File: src/rtl/core/zoh_sinc_compensation_fir_assert.svh
// ----------------------------------------------------------------------------
// ZOH sinc compensation FIR assertion macros
// Short forms for the concurrent checks at the end of the top level.
// ----------------------------------------------------------------------------
`ifndef ZOH_SINC_COMPENSATION_FIR_ASSERT_SVH
`define ZOH_SINC_COMPENSATION_FIR_ASSERT_SVH

// The consequent must hold in the same cycle as the antecedent.
`define ZSC_ASSERT_IMP(name, clk, rst_n, ante, cons) \
    name: assert property (@(posedge clk) disable iff (!rst_n) (ante) |-> (cons)) \
        else $error("zoh_sinc_compensation_fir: same-cycle check failed");

// The consequent must hold in the cycle after the antecedent.
`define ZSC_ASSERT_NXT(name, clk, rst_n, ante, cons) \
    name: assert property (@(posedge clk) disable iff (!rst_n) (ante) |=> (cons)) \
        else $error("zoh_sinc_compensation_fir: next-cycle check failed");

`endif

File: src/rtl/core/zsc_fir_pkg.sv
// ----------------------------------------------------------------------------
// ZOH sinc compensation FIR package
// Payload types, fixed sizes, coefficient table and controller commands.
// ----------------------------------------------------------------------------
package zsc_fir_pkg;

    localparam int SAMPLE_BITS = 24;
    localparam int TAP_COUNT   = 33;
    localparam int HALF_TAPS   = TAP_COUNT / 2;
    localparam int TABLE_SHIFT = 32;
    localparam int TAP_IDX_W   = $clog2(TAP_COUNT);
    localparam int PAIR_IDX_W  = $clog2(HALF_TAPS + 1);

    // Coefficients scaled by 2^32; the last entry is the centre tap.
    localparam longint COEF_Q32 [HALF_TAPS + 1] = '{
        64'sd266977,     -64'sd549624,    64'sd1115726,    -64'sd1489526,
        64'sd2170988,    -64'sd2770282,   64'sd3716935,    -64'sd4818304,
        64'sd6375306,    -64'sd8651231,   64'sd11888754,   -64'sd17701865,
        64'sd27094617,   -64'sd48852554,  64'sd100898524,  -64'sd335458751,
        64'sd4826519059
    };

    typedef struct packed {
        logic signed [SAMPLE_BITS-1:0] sample_in;
        logic                          block_last_in;
    } t_in_item;

    typedef struct packed {
        logic signed [SAMPLE_BITS-1:0] sample_out;
        logic                          block_last_out;
    } t_out_item;

    typedef struct packed {
        logic                  load;
        logic                  rd;
        logic                  center;
        logic [PAIR_IDX_W-1:0] idx;
        logic                  finish;
    } t_dp_cmd;

    // Reduces a table entry to frac_bits fractional bits, rounding half away from zero.
    function automatic longint coef_round(input logic [PAIR_IDX_W-1:0] idx,
                                          input int frac_bits);
        longint          v;
        longint unsigned mag;
        int              sh;
        v   = (idx > PAIR_IDX_W'(HALF_TAPS)) ? 64'sd0 : COEF_Q32[idx];
        mag = (v < 0) ? $unsigned(-v) : $unsigned(v);
        sh  = TABLE_SHIFT - frac_bits;
        mag = (mag + (64'd1 << (sh - 1))) >> sh;
        return (v < 0) ? -$signed(mag) : $signed(mag);
    endfunction

endpackage

File: src/rtl/core/zsc_fir_ctrl.sv
// ----------------------------------------------------------------------------
// ZOH sinc compensation FIR controller
// Sequences the load, the 17 coefficient-pair steps, the pipeline drain and
// the hand-over of each result to the output register.
// ----------------------------------------------------------------------------
module zsc_fir_ctrl (
    input  logic                i_clk,
    input  logic                i_rst_n,
    input  logic                i_in_valid,
    output logic                o_in_stall,
    output logic                o_out_valid,
    input  logic                i_out_stall,
    output zsc_fir_pkg::t_dp_cmd o_cmd
);

    localparam int DRAIN_CYCLES = 3;

    typedef enum logic [1:0] {
        ST_IDLE,
        ST_RUN,
        ST_DRAIN,
        ST_FINISH
    } t_state;

    t_state                             r_state;
    logic [zsc_fir_pkg::PAIR_IDX_W-1:0] r_cnt;
    logic                               r_out_valid;
    logic                               w_out_free;

    assign w_out_free  = !r_out_valid || !i_out_stall;
    assign o_in_stall  = (r_state != ST_IDLE);
    assign o_out_valid = r_out_valid;

    always_comb begin
        o_cmd        = '0;
        o_cmd.load   = (r_state == ST_IDLE) && i_in_valid;
        o_cmd.rd     = (r_state == ST_RUN);
        o_cmd.center = (r_state == ST_RUN) &&
                       (r_cnt == zsc_fir_pkg::PAIR_IDX_W'(zsc_fir_pkg::HALF_TAPS));
        o_cmd.idx    = r_cnt;
        o_cmd.finish = (r_state == ST_FINISH) && w_out_free;
    end

    always_ff @(posedge i_clk) begin
        if (!i_rst_n) begin
            r_state     <= ST_IDLE;
            r_cnt       <= '0;
            r_out_valid <= 1'b0;
        end else begin
            unique case (r_state)
                ST_IDLE: begin
                    if (i_in_valid) begin
                        r_state <= ST_RUN;
                        r_cnt   <= '0;
                    end
                end
                ST_RUN: begin
                    if (r_cnt == zsc_fir_pkg::PAIR_IDX_W'(zsc_fir_pkg::HALF_TAPS)) begin
                        r_state <= ST_DRAIN;
                        r_cnt   <= '0;
                    end else begin
                        r_cnt <= r_cnt + 1'b1;
                    end
                end
                ST_DRAIN: begin
                    if (r_cnt == zsc_fir_pkg::PAIR_IDX_W'(DRAIN_CYCLES - 1)) begin
                        r_state <= ST_FINISH;
                    end else begin
                        r_cnt <= r_cnt + 1'b1;
                    end
                end
                ST_FINISH: begin
                    if (w_out_free) begin
                        r_state <= ST_IDLE;
                    end
                end
                default: begin
                    r_state <= ST_IDLE;
                end
            endcase

            if (o_cmd.finish) begin
                r_out_valid <= 1'b1;
            end else if (r_out_valid && !i_out_stall) begin
                r_out_valid <= 1'b0;
            end
        end
    end

endmodule

File: src/rtl/core/zsc_fir_dp.sv
// ----------------------------------------------------------------------------
// ZOH sinc compensation FIR datapath
// Circular delay-line memory with two read ports, pre-adder, one shared
// multiplier, accumulator, and rounding and saturation into the output register.
// ----------------------------------------------------------------------------
module zsc_fir_dp #(
    parameter int COEF_FRAC_BITS = 22
) (
    input  logic                   i_clk,
    input  logic                   i_rst_n,
    input  zsc_fir_pkg::t_dp_cmd   i_cmd,
    input  zsc_fir_pkg::t_in_item  i_in_data,
    output zsc_fir_pkg::t_out_item o_out_data
);

    localparam int SB     = zsc_fir_pkg::SAMPLE_BITS;
    localparam int AW     = zsc_fir_pkg::TAP_IDX_W;
    localparam int PW     = zsc_fir_pkg::PAIR_IDX_W;
    localparam int PRE_W  = SB + 1;
    localparam int COEF_W = COEF_FRAC_BITS + 2;
    localparam int PROD_W = PRE_W + COEF_W;
    localparam int ACC_W  = PROD_W + 5;
    localparam logic [AW-1:0] LAST_ADDR = AW'(zsc_fir_pkg::TAP_COUNT - 1);
    localparam logic signed [ACC_W-1:0] RND_HALF =
        {{(ACC_W-1){1'b0}}, 1'b1} << (COEF_FRAC_BITS - 1);
    localparam logic signed [ACC_W-1:0] SAT_MAX =
        {{(ACC_W-SB+1){1'b0}}, {(SB-1){1'b1}}};
    localparam logic signed [ACC_W-1:0] SAT_MIN = ~SAT_MAX;

    // Delay-line memory; an entry never written since reset reads as zero.
    logic signed [SB-1:0] r_mem [zsc_fir_pkg::TAP_COUNT];
    logic [zsc_fir_pkg::TAP_COUNT-1:0] r_vld;

    logic [AW-1:0] r_wp;
    logic [AW-1:0] r_ra;
    logic [AW-1:0] r_rb;
    logic [AW-1:0] w_wp_inc;
    logic          r_last;

    logic signed [SB-1:0] r_da;
    logic signed [SB-1:0] r_db;
    logic                 r_va;
    logic                 r_vb;
    logic                 r_s1_v;
    logic                 r_s1_center;
    logic [PW-1:0]        r_s1_idx;

    logic signed [SB-1:0]     w_sa;
    logic signed [SB-1:0]     w_sb;
    logic signed [PRE_W-1:0]  r_pre;
    logic signed [COEF_W-1:0] r_coef;
    logic                     r_s2_v;

    logic signed [PROD_W-1:0] r_prod;
    logic                     r_s3_v;

    logic signed [ACC_W-1:0] r_acc;
    logic signed [ACC_W-1:0] w_rnd;
    logic signed [SB-1:0]    w_sat;

    zsc_fir_pkg::t_out_item r_out;

    assign w_wp_inc = (r_wp == LAST_ADDR) ? '0 : r_wp + 1'b1;

    always_ff @(posedge i_clk) begin
        if (i_cmd.load) begin
            r_mem[w_wp_inc] <= i_in_data.sample_in;
        end
        if (i_cmd.rd) begin
            r_da <= r_mem[r_ra];
            r_db <= r_mem[r_rb];
        end
    end

    // Read addresses walk inwards from both ends of the window: one towards older
    // samples from the newest, the other towards newer ones from the oldest.
    always_ff @(posedge i_clk) begin
        if (!i_rst_n) begin
            r_vld       <= '0;
            r_wp        <= '0;
            r_ra        <= '0;
            r_rb        <= '0;
            r_va        <= 1'b0;
            r_vb        <= 1'b0;
            r_s1_v      <= 1'b0;
            r_s2_v      <= 1'b0;
            r_s3_v      <= 1'b0;
        end else begin
            r_s1_v <= i_cmd.rd;
            r_s2_v <= r_s1_v;
            r_s3_v <= r_s2_v;
            if (i_cmd.load) begin
                r_vld[w_wp_inc] <= 1'b1;
                r_wp            <= w_wp_inc;
                r_ra            <= w_wp_inc;
                r_rb            <= (w_wp_inc == LAST_ADDR) ? '0 : w_wp_inc + 1'b1;
            end else if (i_cmd.rd) begin
                r_ra <= (r_ra == '0) ? LAST_ADDR : r_ra - 1'b1;
                r_rb <= (r_rb == LAST_ADDR) ? '0 : r_rb + 1'b1;
                r_va <= r_vld[r_ra];
                r_vb <= r_vld[r_rb];
            end
        end
    end

    // The centre tap has no partner, so the second operand is dropped there.
    assign w_sa = r_va ? r_da : '0;
    assign w_sb = (r_vb && !r_s1_center) ? r_db : '0;

    always_ff @(posedge i_clk) begin
        if (i_cmd.load) begin
            r_last <= i_in_data.block_last_in;
        end
        if (i_cmd.rd) begin
            r_s1_center <= i_cmd.center;
            r_s1_idx    <= i_cmd.idx;
        end
        r_pre  <= {w_sa[SB-1], w_sa} + {w_sb[SB-1], w_sb};
        r_coef <= COEF_W'(zsc_fir_pkg::coef_round(r_s1_idx, COEF_FRAC_BITS));
        r_prod <= r_pre * r_coef;
        if (i_cmd.load) begin
            r_acc <= '0;
        end else if (r_s3_v) begin
            r_acc <= r_acc + ACC_W'(r_prod);
        end
    end

    always_comb begin
        w_rnd = (r_acc + RND_HALF) >>> COEF_FRAC_BITS;
        if (w_rnd > SAT_MAX) begin
            w_sat = SAT_MAX[SB-1:0];
        end else if (w_rnd < SAT_MIN) begin
            w_sat = SAT_MIN[SB-1:0];
        end else begin
            w_sat = w_rnd[SB-1:0];
        end
    end

    always_ff @(posedge i_clk) begin
        if (i_cmd.finish) begin
            r_out.sample_out     <= w_sat;
            r_out.block_last_out <= r_last;
        end
    end

    assign o_out_data = r_out;

endmodule

File: src/rtl/core/zoh_sinc_compensation_fir.sv
// A result reaches the output register once the coefficient steps and the pipeline drain are done.
// Samples are taken one at a time: the input stalls while the single shared multiply-accumulate
// steps through the 17 coefficient steps, the pipeline drains and the result is handed over.
// A new sample is taken while the previous result still waits in the output register.
// Reset: the delay line reads as all zero, the controller is idle and no result is valid.
// ----------------------------------------------------------------------------
// ZOH sinc compensation FIR top level
// 33-tap symmetric inverse-sinc filter for 24-bit PCM with rounding and saturation.
// ----------------------------------------------------------------------------
`include "zoh_sinc_compensation_fir_assert.svh"

module zoh_sinc_compensation_fir #(
    parameter int COEF_FRAC_BITS = 22
) (
    input  logic                   i_clk,
    input  logic                   i_rst_n,
    input  logic                   i_in_valid,
    output logic                   o_in_stall,
    input  zsc_fir_pkg::t_in_item  i_in_data,
    output logic                   o_out_valid,
    input  logic                   i_out_stall,
    output zsc_fir_pkg::t_out_item o_out_data
);

    zsc_fir_pkg::t_dp_cmd w_cmd;

    zsc_fir_ctrl u_ctrl (
        .i_clk       (i_clk),
        .i_rst_n     (i_rst_n),
        .i_in_valid  (i_in_valid),
        .o_in_stall  (o_in_stall),
        .o_out_valid (o_out_valid),
        .i_out_stall (i_out_stall),
        .o_cmd       (w_cmd)
    );

    zsc_fir_dp #(
        .COEF_FRAC_BITS (COEF_FRAC_BITS)
    ) u_dp (
        .i_clk      (i_clk),
        .i_rst_n    (i_rst_n),
        .i_cmd      (w_cmd),
        .i_in_data  (i_in_data),
        .o_out_data (o_out_data)
    );

    // A request taken in must keep the input side busy while it is filtered.
    `ZSC_ASSERT_NXT(a_busy_after_accept, i_clk, i_rst_n, i_in_valid && !o_in_stall, o_in_stall)
    // Coefficient steps only run while no new request can be taken.
    `ZSC_ASSERT_IMP(a_step_while_busy, i_clk, i_rst_n, w_cmd.rd, o_in_stall && !w_cmd.load)
    // A result may only overwrite the output register once the old one is gone.
    `ZSC_ASSERT_IMP(a_finish_free, i_clk, i_rst_n, w_cmd.finish, !o_out_valid || !i_out_stall)

endmodule
File: config.mk
export PLATFORM = sky130hd
export DESIGN_NAME = zoh_sinc_compensation_fir
export DESIGN_NICKNAME = d
export VERILOG_FILES = /design/src/rtl/core/zsc_fir_pkg.sv /design/src/rtl/core/zsc_fir_ctrl.sv /design/src/rtl/core/zsc_fir_dp.sv /design/src/rtl/core/zoh_sinc_compensation_fir.sv
export VERILOG_INCLUDE_DIRS = /design/src /design/src/rtl/core
export SDC_FILE = /design/constraint.sdc
export NUM_CORES = 2
export LEC_CHECK = 0
export CAP_MARGIN = 20
export CORE_MARGIN = 8
export CORE_UTILIZATION = 50
export DETAILED_ROUTE_END_ITERATION = 8
export DONT_BUFFER_PORTS = 1
export PLACE_DENSITY = 0.79
export SETUP_SLACK_MARGIN = 0.15
export SLEW_MARGIN = 10
export SYNTH_ARGS = -nofsm -noshare
export SYNTH_HDL_FRONTEND = slang
export SYNTH_SLANG_ARGS = --single-unit
File: constraint.sdc
create_clock -name i_clk -period 7.4 [get_ports i_clk]
set_input_delay 0.37 -clock i_clk [delete_from_list [all_inputs] [get_ports i_clk]]
set_output_delay 0.37 -clock i_clk [all_outputs]
set_load 0.05 [all_outputs]
After elaboration in Yosys (flattened, before gate mapping). Memory sizes are Yosys's and may differ from the RTL's. A register that Yosys moved wholly into a read port is not among the register bits. Cells that the tools add are included.

Bits in registers: 248. Memory bits (writable): 792. Memory bits (read-only): 2048. Input bits: 29. Output and inout port bits: 27. Word-level logic and storage cells: 114. Memories: 2.

Memories: (no name shown) (depth 32, bits a word 64, read ports 1, clocked after Yosys merged registers in 0, write ports 0, RTL line zsc_fir_pkg.sv:47) `v = (idx > PAIR_IDX_W'(HALF_TAPS)) ? 64'sd0 : COEF_Q32[idx];`; u_dp.r_mem (depth 33, bits a word 24, read ports 2, clocked after Yosys merged registers in 2, write ports 1, RTL line zsc_fir_dp.sv:31) `logic signed [SB-1:0] r_mem [zsc_fir_pkg::TAP_COUNT];`.

$add $sub $neg: 11. Multiply operators: 1. Magnitude comparators: 9. Eq/ne operators: 13. Muxes and demuxes: 35. Bitwise operators: 3. Reductions and logical operators: 19.

Operators with widths (count): $mux W64 (3); $mux W24 (4); $lt A64 B1 Y1 const B (1); $add A54 B23 Y54 const B (1); $add A54 B49 Y54 (1); $mul A25 B24 Y49 (1); $mux W6 (8); $add A34 B10 Y34 const B (1); $mux W34 (1); $neg A34 Y34 (1); $or A33 B33 Y33 (1); $gt A32 B24 Y1 const B (1); $lt A32 B24 Y1 const B (1); $add A24 B24 Y25 (1); $neg A24 Y24 (1); $lt A6 B7 Y1 const B (3); $add A6 B1 Y6 const B (3); $eq A6 B6 Y1 const B (3); $mux W5 (3); $pmux W5 S3 (1); $bmux W1 S6 (2); $mux W2 (4); $pmux W2 S4 (1); $mux W1 (7); other kinds (24) (37).

Logic depth before layout (Yosys ltp).
Word-level depth: 10. Depth in mapped cells: 26. Depth with buffers taken out: 25.

Cells and area by module. Synthesis repeated with hierarchy kept, for this count alone.

Cell total of the unflattened synthesis: 5602. Area total of the unflattened synthesis: 73727.0 um2.

By module, submodules not included: zsc_fir_dp (times used 1, cells each 5540, area each 73190.2 um2, sequential area each 30289.0 um2); zsc_fir_ctrl (times used 1, cells each 62, area each 536.8 um2, sequential area each 160.2 um2).

Least setup slack after synthesis. Ideal clock, no wire load.

Path kind: flip-flop to flip-flop. From: reg u_dp.r_coef[3]. To: reg u_dp.r_prod[42]. Library setup time: 0.124 ns. Arrival: 6.834 ns. Path slack: 0.441 ns. Stages on the path, launching flop included: 25. Path buffers: 2. Period minus slack after synthesis: 6.959 ns. Cells stage by stage: dfxtp_1 -> clkbuf_1 -> clkbuf_1 -> nand2_1 -> fa_1 -> fa_1 -> fa_1 -> inv_1 -> fa_1 -> inv_1 -> fa_1 -> inv_1 -> fa_1 -> inv_1 -> fa_1 -> inv_1 -> ha_1 -> and3_1 -> nand4_1 -> nand4b_1 -> a31oi_1 -> a21oi_1 -> a2111oi_0 -> nor4_1 -> a2111o_1.

Longest elaborated chain between the ends: 1.

RTL lines: start, declared (RTL line zsc_fir_dp.sv:51) `logic signed [COEF_W-1:0] r_coef;`; start signal, assigned (RTL line zsc_fir_dp.sv:119) `r_coef <= COEF_W'(zsc_fir_pkg::coef_round(r_s1_idx, COEF_FRAC_BITS));`; $mul A25 B24 Y49 (RTL line zsc_fir_dp.sv:120) `r_prod <= r_pre * r_coef;`; end signal, assigned (RTL line zsc_fir_dp.sv:120); end, declared (RTL line zsc_fir_dp.sv:54) `logic signed [PROD_W-1:0] r_prod;`.

Every way passes these cells. A chain may end at the register's enable or synchronous reset.

Worst setup path in the final report.
From: reg u_dp.r_pre[12]. To: reg u_dp.r_prod[42].

Longest elaborated chain between the ends: 1.

RTL lines: start, declared (RTL line zsc_fir_dp.sv:50) `logic signed [PRE_W-1:0] r_pre;`; start signal, assigned (RTL line zsc_fir_dp.sv:118) `r_pre <= {w_sa[SB-1], w_sa} + {w_sb[SB-1], w_sb};`; $mul A25 B24 Y49 (RTL line zsc_fir_dp.sv:120).

Every way passes these cells.

==> out/metrics.csv <==
stage,metric,value,unit
setup_path,crit_path_frequent_cell,fa_1,
final_layout,fill_cells,11319,
setup_path,worstSetupStartpoint,u_dp.r_pre[12],
hold_path,hold_class,input port to flip-flop,
timing,holdWs,0.1690,ns
timing,hold_viol,0,
logic_synthesis,synthCells,5663,
placed_design,io_buffers,0,
timing,maxSlewHeadroom,23.04,%
setup_path,r2r_slack,0.35,ns
logic_synthesis,avgSynthCellArea,13.05,um2
drt,post_drt_wl_per_cell,26.41,um
timing,fmax,141.8,MHz
die,rows,141,
grt,top_usage_layer,met2,
pwr,finalPower,30.22,mW
grt,gr-usage-met2,40.32,%
setup_path,required,7.97,ns
clock_tree,cts_tree,yes,
logic_synthesis,ys_seq_elements,1085,
clock_tree,htree_levels,3,
timing,final-setup-viol-count,0,
placed_design,hpwl,129.9,mm
timing,fin_ws,0.3490,ns
drt,drt_iter0_drc,5452,
grt,grt_max_degree,153,
logic_synthesis,yosysSeqAreaShare,41.21,%
final_layout,fin_nets,6540,
drt,drtAntennaViolNets,0,
grt,antenna_found_initial,11,
clock_tree,clk_pin_slew,0.06,ns
setup_path,crit_path_max_incr_delay,0.55,ns
setup_path,regToRegStartpoint,u_dp.r_pre[12],
clock_tree,insertion_delay,0.75,ns
clock_tree,clock_path_buffers,3,
clock_tree,root_buffer,clkbuf_16,
timing,min_period,7.051,ns
setup_path,crit_type,flip-flop to flip-flop,
drt,finalWirelength,202.6,mm
setup_path,crit_path_end_kind,flip-flop,
clock_tree,cts.sinks,1085,
pwr,leakage,30.94,nW
placed_design,finalWeightedCongestion,0.9442,
logic_synthesis,synth_nets,6560,
status,status,completed,
final_layout,fin_cells,7673,
setup_path,crit_path_top_delay_cell,fa_1,
logic_synthesis,async_flop_share,0,%
setup_path,path_cells,nand2_1 > fa_1 > fa_1 > fa_1 > inv_1 > fa_1 > inv_1 > fa_1 > inv_1 > fa_1 > inv_1 > fa_1 > inv_1 > ha_1 > and3_1 > nand4_1 > nand4b_1 > a31oi_4 > a21oi_1 > buf_4 > a2111oi_2 > nor4_1 > a2111o_1,
timing,timing.final.crit_share,95.28,%
grt,grt_pass1_wl,304.1,mm
logic_synthesis,synth.distinct_cells,92,
final_layout,drive_above_1_share,16.17,%
grt,met1_usage,30.27,%
grt,grt_use_met3,6.780,%
timing,grt_setup_unrepaired,yes,
logic_synthesis,yosysWarnings,0,
setup_path,crit_arrival,7.62,ns
pwr,p_per_area,374.8,mW/mm2
placed_design,place_ws,-0.1664,ns
timing,finClkSkew,0.05966,ns
placed_design,dp_cells,7428,
setup_path,reg2reg_depth,23,
die,initial_core_util,50.15,%
pwr,ir_drop,361.5,uV
timing,tightest_slew,1.151,ns
final_layout,syn_to_final_growth,9.127,%
setup_path,worstSetupStartpointType,flip-flop,
die,die_w,400.4,um
die,dieHeight,400.4,um
hold_path,worstHoldStart,i_out_stall,
drt,firstDrtPassIters,6,
hold_path,hold_path_end,u_ctrl.r_state[0],
grt,groute.usage.overall,24.57,%
timing,drv_slew,0,
setup_path,reg2reg_to,u_dp.r_prod[42],
drt,drt-vias-per-instance,6.265,
logic_synthesis,synth_edf_count,872,
drt,drc,0,
run,drv_cap,0,
die,io_pins,56,
grt,grt_pass1_vias,49789,
die,design.core.area,0.1473,mm2
logic_synthesis,syn_area,0.07388,mm2
drt,vias,48071,
clock_tree,numCtsBuffers,106,
setup_path,critPathMaxFanout,7,
grt,overflow,0,
hold_path,whs_path_depth,3,
die,fp.dieArea,0.1603,mm2
logic_synthesis,synth_ff_type,edfxtp_1,
[power by group]
| group | leakage, nW | total [mW] | switching, mW | internal [mW] |
|---|---|---|---|---|
| Combinational | 19.6 | 16.5 | 9.21 | 7.25 |
| Sequential | 9.63 | 8.30 | 0.868 | 7.43 |
| Clock | 1.72 | 5.46 | 2.47 | 2.99 |
| Total | 30.9 | 30.2 | 12.6 | 17.7 |
[flip-flops by register name, indices dropped and copies added (netlist names)]
register            count
u_dp.r_last             1
u_dp.r_rb               6
u_dp.r_vld             33
u_dp.r_wp               6
u_dp.r_pre             25
u_dp.o_out_data        25
u_dp.r_va               1
u_dp.r_mem            792
u_dp.r_s1_center        1
u_dp.r_s1_idx           5
u_dp.r_vb               1
u_dp.r_s3_v             1
u_dp.r_prod            49
u_dp.r_db              24
u_ctrl.r_state          2
u_ctrl.r_cnt            5
u_dp.r_ra               6
u_dp.r_acc             54
u_dp.r_coef            21
u_dp.r_da              24
u_ctrl.o_out_valid      1
u_dp.r_s2_v             1
u_dp.r_s1_v             1
[cell type report]
| class | count | area [um2] | share of cell area, % |
|---|---|---|---|
| Clock inverter | 60 | 603.1 | 0.7480 |
| Tap cell | 1930 | 2415 | 2.995 |
| Multi-Input combinational cell | 3539 | 39820 | 49.39 |
| Sequential cell | 1085 | 30500 | 37.83 |
| Clock buffer | 139 | 2912 | 3.611 |
| Timing Repair Buffer | 179 | 1605 | 1.991 |
| Inverter | 732 | 2748 | 3.408 |
| Antenna cell | 9 | 22.52 | 0.02793 |
[Yosys cell counts, types with 26 or more instances]
cell | count | share of area, %
nand2_1 | 449 | 2.3
ha_1 | 238 | 4.0
a211oi_1 | 30 | 0.30
xnor2_1 | 109 | 1.3
edfxtp_1 | 872 | 35
a21o_1 | 52 | 0.53
o21ai_0 | 155 | 1.1
and2_1 | 313 | 2.7
inv_1 | 726 | 3.7
xor2_1 | 50 | 0.59
buf_1 | 41 | 0.21
buf_2 | 32 | 0.22
o21a_1 | 26 | 0.26
mux4_2 | 503 | 15
a21oi_1 | 169 | 1.1
mux2i_1 | 80 | 1.1
nor2_1 | 266 | 1.4
dfxtp_1 | 213 | 5.8
fa_1 | 630 | 17
and3_1 | 32 | 0.27
a31oi_1 | 29 | 0.25
nand3_1 | 58 | 0.39
clkbuf_1 | 227 | 1.2
nor3_1 | 42 | 0.28
[through the flow]
| step | setup TNS (ns) | cell area, um2 | utilization [%] |
|---|---|---|---|
| floorplan | 0 | 73880 | - |
| global placement | 0 | 76490 | 51.93 |
| detailed placement | -0.4366 | 76490 | 51.93 |
| CTS | 0 | 80300 | 54.51 |
| global route | 0 | 80600 | 54.72 |
| finish | 0 | 80620 | 54.73 |
[worst max-delay path: cells and delay by family, from the launching register on]
kind | cells | cell delay [ns]
compound gates | 4 | 1.09
flops | 1 | 0.47
simple gates | 5 | 0.93
fa+ha+maj | 8 | 3.99
buf+inv | 6 | 0.43
[worst max-delay path by stage]
stage          cells after the start              end
5_1_grt                           23  u_dp.r_prod[42]
3_3_place_gp                      24  u_dp.r_prod[48]
2_1_floorplan                     24  u_dp.r_prod[42]
4_1_cts                           23  u_dp.r_prod[48]
3_5_place_dp                      23  u_dp.r_prod[44]
6_report                          23  u_dp.r_prod[42]
[placed cells by master (no fill, tap or decap), types with 52 or more instances in the layout]
| master | n |
|---|---|
| a21o_1 | 52 |
| edfxtp_1 | 872 |
| xnor2_1 | 108 |
| nand3_1 | 58 |
| inv_1 | 725 |
| mux4_2 | 503 |
| nand2_1 | 449 |
| nor2_1 | 233 |
| fa_1 | 627 |
| and2_1 | 313 |
| o21ai_0 | 154 |
| clkbuf_16 | 109 |
| ha_1 | 235 |
| dfxtp_1 | 189 |
| mux2i_1 | 80 |
| a21oi_1 | 167 |
| buf_4 | 123 |
[cell families (layout without fill, tap and decap cells)]
| logic type | Yosys count | count (layout) | synth area share [%] |
|---|---|---|---|
| muxes | 584 | 584 | 16.43 |
| AOI/OAI and AO/OA | 619 | 619 | 5.277 |
| xor gates and xnor gates | 160 | 160 | 1.907 |
| and+or+nand+nor | 1308 | 1308 | 8.668 |
| adders and majority gates | 868 | 868 | 21.10 |
| DFF | 1085 | 1085 | 41.21 |
| other | 0 | 9 | 0 |
| buffers and inverters | 1039 | 1110 | 5.399 |
[routing by layer]
metal  share of wire [%]  routed length [um]  vias to the layer above
li1                    -                   -                    19974
met1                  35               70430                    24225
met2                  48               97050                     3128
met3                  12               23700                      740
met4                 5.6               11430                        4
met5               0.017                  34                        -
[repair_timing]
action	4_1_cts	5_1_grt
hold buffers	27	1
setup buffers	0	1
pin swaps	0	3
endpoints found under the setup margin	6	15
gates resized for setup	5	49
endpoints found under the hold margin	797	1
No activity file was read; power rests on OpenSTA's default activity.
